**src/hw/rtl/ccpe_pkg.sv**
```systemverilog
// Shared types and constants of the cubic curve point evaluator.
package ccpe_pkg;

  // Width of one output coordinate in signed Q20.4.
  localparam int OUT_W = 24;

  // Width of the configuration register index.
  localparam int CFG_IDX_W = 3;

  typedef logic [CFG_IDX_W-1:0] cfg_index_t;

  // Configuration register indexes.
  localparam cfg_index_t CFG_CURVE_MODE = 3'd0;
  localparam cfg_index_t CFG_POINT_A    = 3'd1;
  localparam cfg_index_t CFG_POINT_B    = 3'd2;
  localparam cfg_index_t CFG_POINT_C    = 3'd3;
  localparam cfg_index_t CFG_POINT_D    = 3'd4;

  // Curve kinds selected by the mode register.
  typedef enum logic [2:0] {
    MODE_BEZIER        = 3'd0,
    MODE_BEZIER_SLOPE  = 3'd1,
    MODE_BSPLINE       = 3'd2,
    MODE_BSPLINE_SLOPE = 3'd3,
    MODE_HERMITE       = 3'd4,
    MODE_HERMITE_SLOPE = 3'd5
  } curve_mode_t;

  // Saturation rails of an output coordinate.
  localparam logic signed [OUT_W-1:0] OUT_MAX = 24'sh7FFFFF;
  localparam logic signed [OUT_W-1:0] OUT_MIN = 24'sh800000;

endpackage

```
**src/hw/rtl/ccpe_weights.sv**
```systemverilog
// Three pipeline stages that turn the powers of t into the four rounded blend weights.
module ccpe_weights #(
  parameter int T_FRAC_BITS = 16,
  localparam int TW = T_FRAC_BITS + 1,
  localparam int PW = 2 * T_FRAC_BITS + 1,
  localparam int QW = 3 * T_FRAC_BITS + 1,
  localparam int WW = T_FRAC_BITS + 3
) (
  input  logic                  clk,
  input  logic                  rst,
  input  ccpe_pkg::curve_mode_t mode,
  input  logic                  in_valid,
  output logic                  in_ready,
  input  logic [TW-1:0]         in_t,
  input  logic [PW-1:0]         in_t2,
  input  logic [PW-1:0]         in_u2,
  input  logic [PW-1:0]         in_ut,
  input  logic [QW-1:0]         in_t3,
  input  logic [QW-1:0]         in_u3,
  input  logic [QW-1:0]         in_u2t,
  input  logic [QW-1:0]         in_ut2,
  output logic                  out_valid,
  input  logic                  out_ready,
  output logic [3:0][WW-1:0]    out_w
);

  import ccpe_pkg::*;

  localparam int F  = T_FRAC_BITS;
  localparam int NW = 3 * T_FRAC_BITS + 5;
  // Reciprocal of three for quotients below 2^(F+2).
  localparam int K  = T_FRAC_BITS + 4;
  localparam int QM = T_FRAC_BITS + 2 + K;
  localparam logic [K-1:0] RECIP = K'((2 ** K) / 3 + 1);

  localparam logic signed [NW-1:0] C2 = NW'(2);
  localparam logic signed [NW-1:0] C3 = NW'(3);
  localparam logic signed [NW-1:0] C4 = NW'(4);
  localparam logic signed [NW-1:0] C6 = NW'(6);
  localparam logic signed [NW-1:0] S2 = NW'(1) << (2 * F);
  localparam logic signed [NW-1:0] S3 = NW'(1) << (3 * F);
  localparam logic signed [NW-1:0] HALF_S  = NW'(1) << (F - 1);
  localparam logic signed [NW-1:0] HALF_S2 = NW'(1) << (2 * F - 1);
  localparam logic signed [NW-1:0] HALF_2S = NW'(1) << F;
  localparam logic signed [NW-1:0] HALF_6S2 = NW'(3) << (2 * F);

  logic                 vd, ve, vf;
  logic                 end_, ene, enf;
  logic signed [NW-1:0] n_next [4];
  logic signed [NW-1:0] n_d    [4];
  logic signed [WW-1:0] w_next [4];
  logic signed [WW-1:0] w_e    [4];
  logic signed [WW-1:0] w_f    [4];

  assign enf      = !vf || out_ready;
  assign ene      = !ve || enf;
  assign end_     = !vd || ene;
  assign in_ready = end_;

  // Valid bits of the three stages.
  always_ff @(posedge clk) begin
    if (rst) begin
      vd <= 1'b0;
      ve <= 1'b0;
      vf <= 1'b0;
    end else begin
      if (end_) vd <= in_valid;
      if (ene)  ve <= vd;
      if (enf)  vf <= ve;
    end
  end

  // Basis numerators of the selected curve kind, exact in integers.
  always_comb begin
    logic signed [NW-1:0] et, et2, eu2, eut, et3, eu3, eu2t, eut2, st, st2;
    et   = $signed(NW'(in_t));
    et2  = $signed(NW'(in_t2));
    eu2  = $signed(NW'(in_u2));
    eut  = $signed(NW'(in_ut));
    et3  = $signed(NW'(in_t3));
    eu3  = $signed(NW'(in_u3));
    eu2t = $signed(NW'(in_u2t));
    eut2 = $signed(NW'(in_ut2));
    st   = et <<< F;
    st2  = et2 <<< F;
    case (mode)
      MODE_BEZIER: begin
        n_next[0] = eu3;
        n_next[1] = C3 * eu2t;
        n_next[2] = C3 * eut2;
        n_next[3] = et3;
      end
      MODE_BEZIER_SLOPE: begin
        n_next[0] = -(C3 * eu2);
        n_next[1] = C3 * eu2 - C6 * eut;
        n_next[2] = C6 * eut - C3 * et2;
        n_next[3] = C3 * et2;
      end
      MODE_BSPLINE: begin
        n_next[0] = eu3;
        n_next[1] = C3 * et3 - C6 * st2 + C4 * S3;
        n_next[2] = C3 * st2 + C3 * (et <<< (2 * F)) + S3 - C3 * et3;
        n_next[3] = et3;
      end
      MODE_BSPLINE_SLOPE: begin
        n_next[0] = -eu2;
        n_next[1] = C3 * et2 - C4 * st;
        n_next[2] = C2 * st + S2 - C3 * et2;
        n_next[3] = et2;
      end
      MODE_HERMITE: begin
        n_next[0] = C2 * et3 - C3 * st2 + S3;
        n_next[1] = C3 * st2 - C2 * et3;
        n_next[2] = eu2t;
        n_next[3] = et3 - st2;
      end
      MODE_HERMITE_SLOPE: begin
        n_next[0] = C6 * et2 - C6 * st;
        n_next[1] = C6 * st - C6 * et2;
        n_next[2] = C3 * et2 - C4 * st + S2;
        n_next[3] = C3 * et2 - C2 * st;
      end
      default: begin
        for (int i = 0; i < 4; i++) n_next[i] = '0;
      end
    endcase
  end

  always_ff @(posedge clk) begin
    if (end_) n_d <= n_next;
  end

  // Round to nearest by the basis denominator. B-spline points leave a
  // quotient by 2S^2 here, still to be divided by three.
  always_comb begin
    for (int i = 0; i < 4; i++) begin
      case (mode)
        MODE_BEZIER, MODE_HERMITE:
          w_next[i] = WW'((n_d[i] + HALF_S2) >>> (2 * F));
        MODE_BSPLINE:
          w_next[i] = WW'((n_d[i] + HALF_6S2) >>> (2 * F + 1));
        MODE_BSPLINE_SLOPE:
          w_next[i] = WW'((n_d[i] + HALF_2S) >>> (F + 1));
        default:
          w_next[i] = WW'((n_d[i] + HALF_S) >>> F);
      endcase
    end
  end

  always_ff @(posedge clk) begin
    if (ene) w_e <= w_next;
  end

  // Exact divide by three through the reciprocal for B-spline points.
  always_ff @(posedge clk) begin
    if (enf) begin
      for (int i = 0; i < 4; i++) begin
        if (mode == MODE_BSPLINE) begin
          w_f[i] <= $signed(WW'((QM'(w_e[i][F+1:0]) * QM'(RECIP)) >> K));
        end else begin
          w_f[i] <= w_e[i];
        end
      end
    end
  end

  always_comb begin
    for (int i = 0; i < 4; i++) out_w[i] = w_f[i];
  end

  assign out_valid = vf;

endmodule

```
**config.mk**
```make
export PLATFORM = sky130hd
export DESIGN_NAME = ccpe_weights
export DESIGN_NICKNAME = d
export VERILOG_FILES = /design/src/hw/rtl/ccpe_pkg.sv /design/src/hw/rtl/ccpe_weights.sv
export SDC_FILE = /design/constraint.sdc
export NUM_CORES = 2
export LEC_CHECK = 0
export ABC_AREA = 1
export BUFFER_PORTS_ARGS = -buffer_cell sky130_fd_sc_hd__buf_2
export CELL_PAD_IN_SITES_DETAIL_PLACEMENT = 1
export CELL_PAD_IN_SITES_GLOBAL_PLACEMENT = 1
export CORE_UTILIZATION = 46
export CTS_BUF_LIST = sky130_fd_sc_hd__clkbuf_16
export CTS_CLUSTER_SIZE = 12
export DETAILED_ROUTE_END_ITERATION = 16
export PLACE_DENSITY = 0.9
export SYNTH_ARGS = -nofsm -noshare
export SYNTH_HDL_FRONTEND = slang
export SYNTH_SLANG_ARGS = --single-unit
```
**constraint.sdc**
```tcl
create_clock -name clk -period 9.2 [get_ports clk]
set_input_delay 1.84 -clock clk [delete_from_list [all_inputs] [get_ports clk]]
set_output_delay 1.84 -clock clk [all_outputs]
set_load 0.1 [all_outputs]
```
# Yosys cells after proc, flatten, opt, wreduce, memory -nomap -nowiden
# Memory sizes are Yosys's and may differ from the RTL's.
# Cells that the tools add are included.
word_totals:
  wordCells: 95
  output_inout_bits: 78
  ram_bits: 76
  in_bits: 319
  ff_bits: 287
  latch_bits: 0
  romBits: 0
  mem_count: 1
op_classes:
  bitwise: 4
  add_sub_neg: 36
  order_cmp: 0
  multipliers: 15
  div_mod_pow: 0
  n_reduce_logical: 8
  eq_ne: 5
  shifts: 0
  n_mux: 15
mem_list:
  columns: ["memory", "words", "word_bits", "read_ports", "rd_ports_with_merged_regs", "write_ports", "line", "source"]
  rows:
  - ["w_f", 4, 19, 4, 0, 4, "ccpe_weights.sv:53", "logic signed [WW-1:0] w_f [4];"]
op_table:
  columns: ["cell", "n"]
  rows:
  - ["211-bit one-hot mux with 6 select lines", 1]
  - ["19-bit one-hot mux with 3 select lines", 4]
  - ["2-bit by 33-bit multiplier with 35-bit output (first input constant)", 6]
  - ["52-bit by 35-bit adder with 52-bit output (second input constant)", 4]
  - ["51-bit by 33-bit adder with 51-bit output (second input constant)", 4]
  - ["2-bit by 49-bit multiplier with 51-bit output (first input constant)", 3]
  - ["36-bit by 18-bit adder with 36-bit output (second input constant)", 4]
  - ["18-bit by 18-bit multiplier with 36-bit output (second input constant)", 4]
  - ["35-bit by 17-bit adder with 35-bit output (second input constant)", 4]
  - ["36-bit by 53-bit subtractor with 53-bit output", 2]
  - ["19-bit 2-to-1 mux", 4]
  - ["36-bit by 36-bit subtractor with 37-bit output", 2]
  - ["53-bit by 34-bit adder with 53-bit output (second input constant)", 1]
  - ["53-bit by 50-bit adder with 53-bit output (second input constant)", 1]
  - ["53-bit by 52-bit adder with 53-bit output", 1]
  - ["53-bit by 52-bit adder with 53-bit output (second input constant)", 1]
  - ["37-bit by 53-bit subtractor with 53-bit output", 1]
  - ["53-bit by 36-bit subtractor with 53-bit output", 1]
  - ["53-bit by 52-bit subtractor with 53-bit output", 1]
  - ["53-bit subtractor", 1]
  - ["52-bit by 50-bit adder with 52-bit output (second input constant)", 1]
  - ["33-bit negation with 52-bit output", 1]
  - ["35-bit negation with 52-bit output", 1]
  - ["50-bit by 51-bit subtractor with 52-bit output", 1]
  - ["other kinds (14)", 29]

# Logic depth before layout (Yosys ltp)
logic_depth:
  ltp_word: 5
  ltp_mapped: 35
  mapped_depth_nobuf: 35

# Worst setup path after synthesis
# No wires, ideal clock.
synth_timing:
  kind: "input -> output"
  startpoint: "input out_ready"
  endpoint: "output in_ready"
  slack_ps: 38
  arrival_time_ps: 7322
  cell_stages: 4
  t_required_ps: 7360
  n_path_buf: 0
  path_cell_list: "nor2_1 inv_1 nor2_1 nand2_1"
synth_via:
  elab_chain_cells: 3
synth_lines:
  columns: ["item", "line", "source"]
  rows:
  - ["from (decl)", "ccpe_weights.sv:23", "input logic out_ready,"]
  - ["1-bit logical OR", "ccpe_weights.sv:55", "assign enf = !vf || out_ready;"]
  - ["1-bit logical OR", "ccpe_weights.sv:56", "assign ene = !ve || enf;"]
  - ["1-bit logical OR", "ccpe_weights.sv:57", "assign end_ = !vd || ene;"]
  - ["to (decl)", "ccpe_weights.sv:13", "output logic in_ready,"]
# Every way passes these cells.

==> qor.yml <==
status: "finished with violations"
violations: "capacitance limit, slew limit"
die_h_um: 436.4
vias: 101100
post_synth_num_cell_types: 78
clk_pin_slew_ns: 0.06
slew_headroom_pct: -15.09
max_freq_mhz: 123.3
finClkSkew_ns: 0.04556
synth-main-ff-cell: "edfxtp_1"
drtAntennaViolNets: 0
antenna_found_initial: 69
dieWidth_um: 436.4
yosysSeqAreaShare_pct: 10.38
worstPathMaxFanout: 6
cp.arrival_ns: 8.36
rsz0062_at_grt: "false"
final.setup.tns_ns: 0
overflow: 0
finalWeightedCongestion: 1.115
h-tree-depth: 2
cts_setup_buffers: 0
syn_area_per_cell_um2: 6.554
crit_required_ns: 9.45
drt_wl_total_mm: 489.0
viasPerCell: 6.246
first_pass_iters: 9
die_area_um2: 190400
slew_viol_final: 3
synth_fp_nets: 15450
layout_commonest_cell: "nand2_1"
root_buffer: "clkbuf_16"
grt_pass1_wl_mm: 695.1
yosys_warnings: 0
grt_pass1_vias: 103100
dr.first_iter.drc_count: 10440
min_period_ns: 8.112
route.detailed.drc: 0
crit_type: "in -> reg"
setup_viol: 0
io_buffers: 381
cts_hold_buf: 0
initial_core_util_pct: 46.27
finalNetCount: 15840
hold_viol_final: 0
synth-edff-count: 298
clk_latency_ns: 0.63
period_share_pct: 88.18
fp.coreArea_um2: 187600
grt.total_usage_pct: 49.69
cts_tree: "built"
wl_per_cell_um: 30.21
clkSinkCount: 301
final_cell_mix: "nand2_1, inv_1, ha_1, nor2_1, a21oi_1"
cts_buffers: 35
num_rows: 159
yosys_register_bits: 301
drive_above_1_share_pct: 5.676
syn2layout_area_growth_pct: 7.451
hold_class: "reg -> reg"
synthCells: 13250
grt_max_degree: 77
boundaryPins: 397
clock_path_buffers: 3
cap_viol_max_count: 1
worstMarginPinSlew_ns: 1.708
startpoint_type: "primary input"
cts_resized: 0
synth-async-reset-ratio_pct: 0
synth_area_um2: 86800
cp-end-kind: "register"
n_fill_cell: 25430
dpl.hpwl_mm: 402.2
## sequential cells by signal (all words and copies together) (netlist names)
register / flops
vd: 1
ve: 1
out_valid: 1
n_d: 146
w_f: 76
w_e: 76
## cell type report
class / instances / area [um2] / area share [%]
clock buffer: 36 / 900.9 / 0.9658
sequential: 301 / 9009 / 9.658
antenna: 36 / 90.09 / 0.09658
timing repair buffer: 492 / 2766 / 2.966
inverter: 2549 / 9578 / 10.27
tap: 2495 / 3122 / 3.347
multi-input combinational: 10260 / 67610 / 72.49
clock inverter: 20 / 193.9 / 0.2079
## metrics by stage
step	hold slack [ns]	cells	utilization (%)	area, um2	setup slack, ns
6_report	0.4712	16180	49.72	93270	1.088
5_1_grt	0.4875	16160	49.69	93220	1.010
4_1_cts	0.4674	16140	49.63	93120	1.432
3_5_place_dp	0.4465	16090	49.05	92020	0.8631
3_3_place_gp	0.4491	16090	49.05	92020	0.9834
2_1_floorplan	0.4240	13250	-	86800	0.03760
## cells in the mapped netlist (33+ instances only)
cell	count	share of area [%]
ha_1	1409	20
nor2_1	1393	6.0
edfxtp_1	298	10
nand2_1	2795	12
fa_1	473	11
nor4_1	62	0.45
nand3b_1	62	0.54
buf_2	47	0.27
o211ai_1	60	0.52
xor2_1	176	1.8
a31oi_1	120	0.86
or2_2	78	0.56
a21oi_1	1083	6.2
o21a_1	66	0.57
xnor2_1	77	0.78
a21o_1	100	0.86
o221ai_1	33	0.33
nand3_1	662	3.8
o21ai_0	820	4.7
o21bai_1	90	0.78
a21boi_0	46	0.40
nand4_1	170	1.2
inv_1	2539	11
o22ai_1	40	0.29
nor3_1	137	0.79
clkbuf_1	64	0.28
## worst paths after layout
path	start	end	slack, ns	cells past startpoint
worst max-delay path	in_t3[2]	n_d[124]$_DFFE_PP_	1.09	23
worst min-delay path	ve$_SDFFE_PP0P_	out_valid$_SDFFE_PP0N_	0.47	2
worst max register to register	w_e[41]$_DFFE_PP_	w_f[0][31]$_DFFE_PP_	2.03	17
worst min register to register	ve$_SDFFE_PP0P_	out_valid$_SDFFE_PP0N_	0.47	2
## worst max-delay path, cell delays in order
cell and delay [ns]:
buf_2 0.11, inv_1 0.11, ha_1 0.40, a21oi_1 0.21, nand2_1 0.12, a21oi_1 0.28
o21bai_1 0.17, a21oi_1 0.40, inv_1 0.15, nand2_1 0.09, nand2_1 0.18, xor2_1 0.82
inv_1 0.41, ha_1 0.48, nand2_1 0.13, o21ai_0 0.14, a21oi_1 0.32, nand2_1 0.26
o21ai_0 0.69, nand2_1 0.30, o21bai_1 0.25, nor2_1 0.21, nand2_1 0.29
## per-layer routing
layer  vias to the layer above  share of wire, %  GRT usage [%]
li1                      44280                 -              -
met1                     48180                37          57.71
met2                      6161                42          75.96
met3                      2437               9.6          12.08
met4                        34                11          44.36
met5                         -             0.061        0.05040
## cell families (layout without fill, tap and decap cells)
group	after synthesis	count (layout)	synth area share, %
buffers and inverters	2689	3097	11.82
AND/OR/NAND/NOR	5502	5502	26.82
adder cells (fa/ha/maj)	1882	1882	31.22
other	0	36	0
flip-flops	301	301	10.38
AO/OA/AOI/OAI	2614	2614	17.11
XOR/XNOR	257	257	2.654
Power is not shown: default switching activity piles up to over one toggle a cycle in this logic, so the estimate is an artifact.
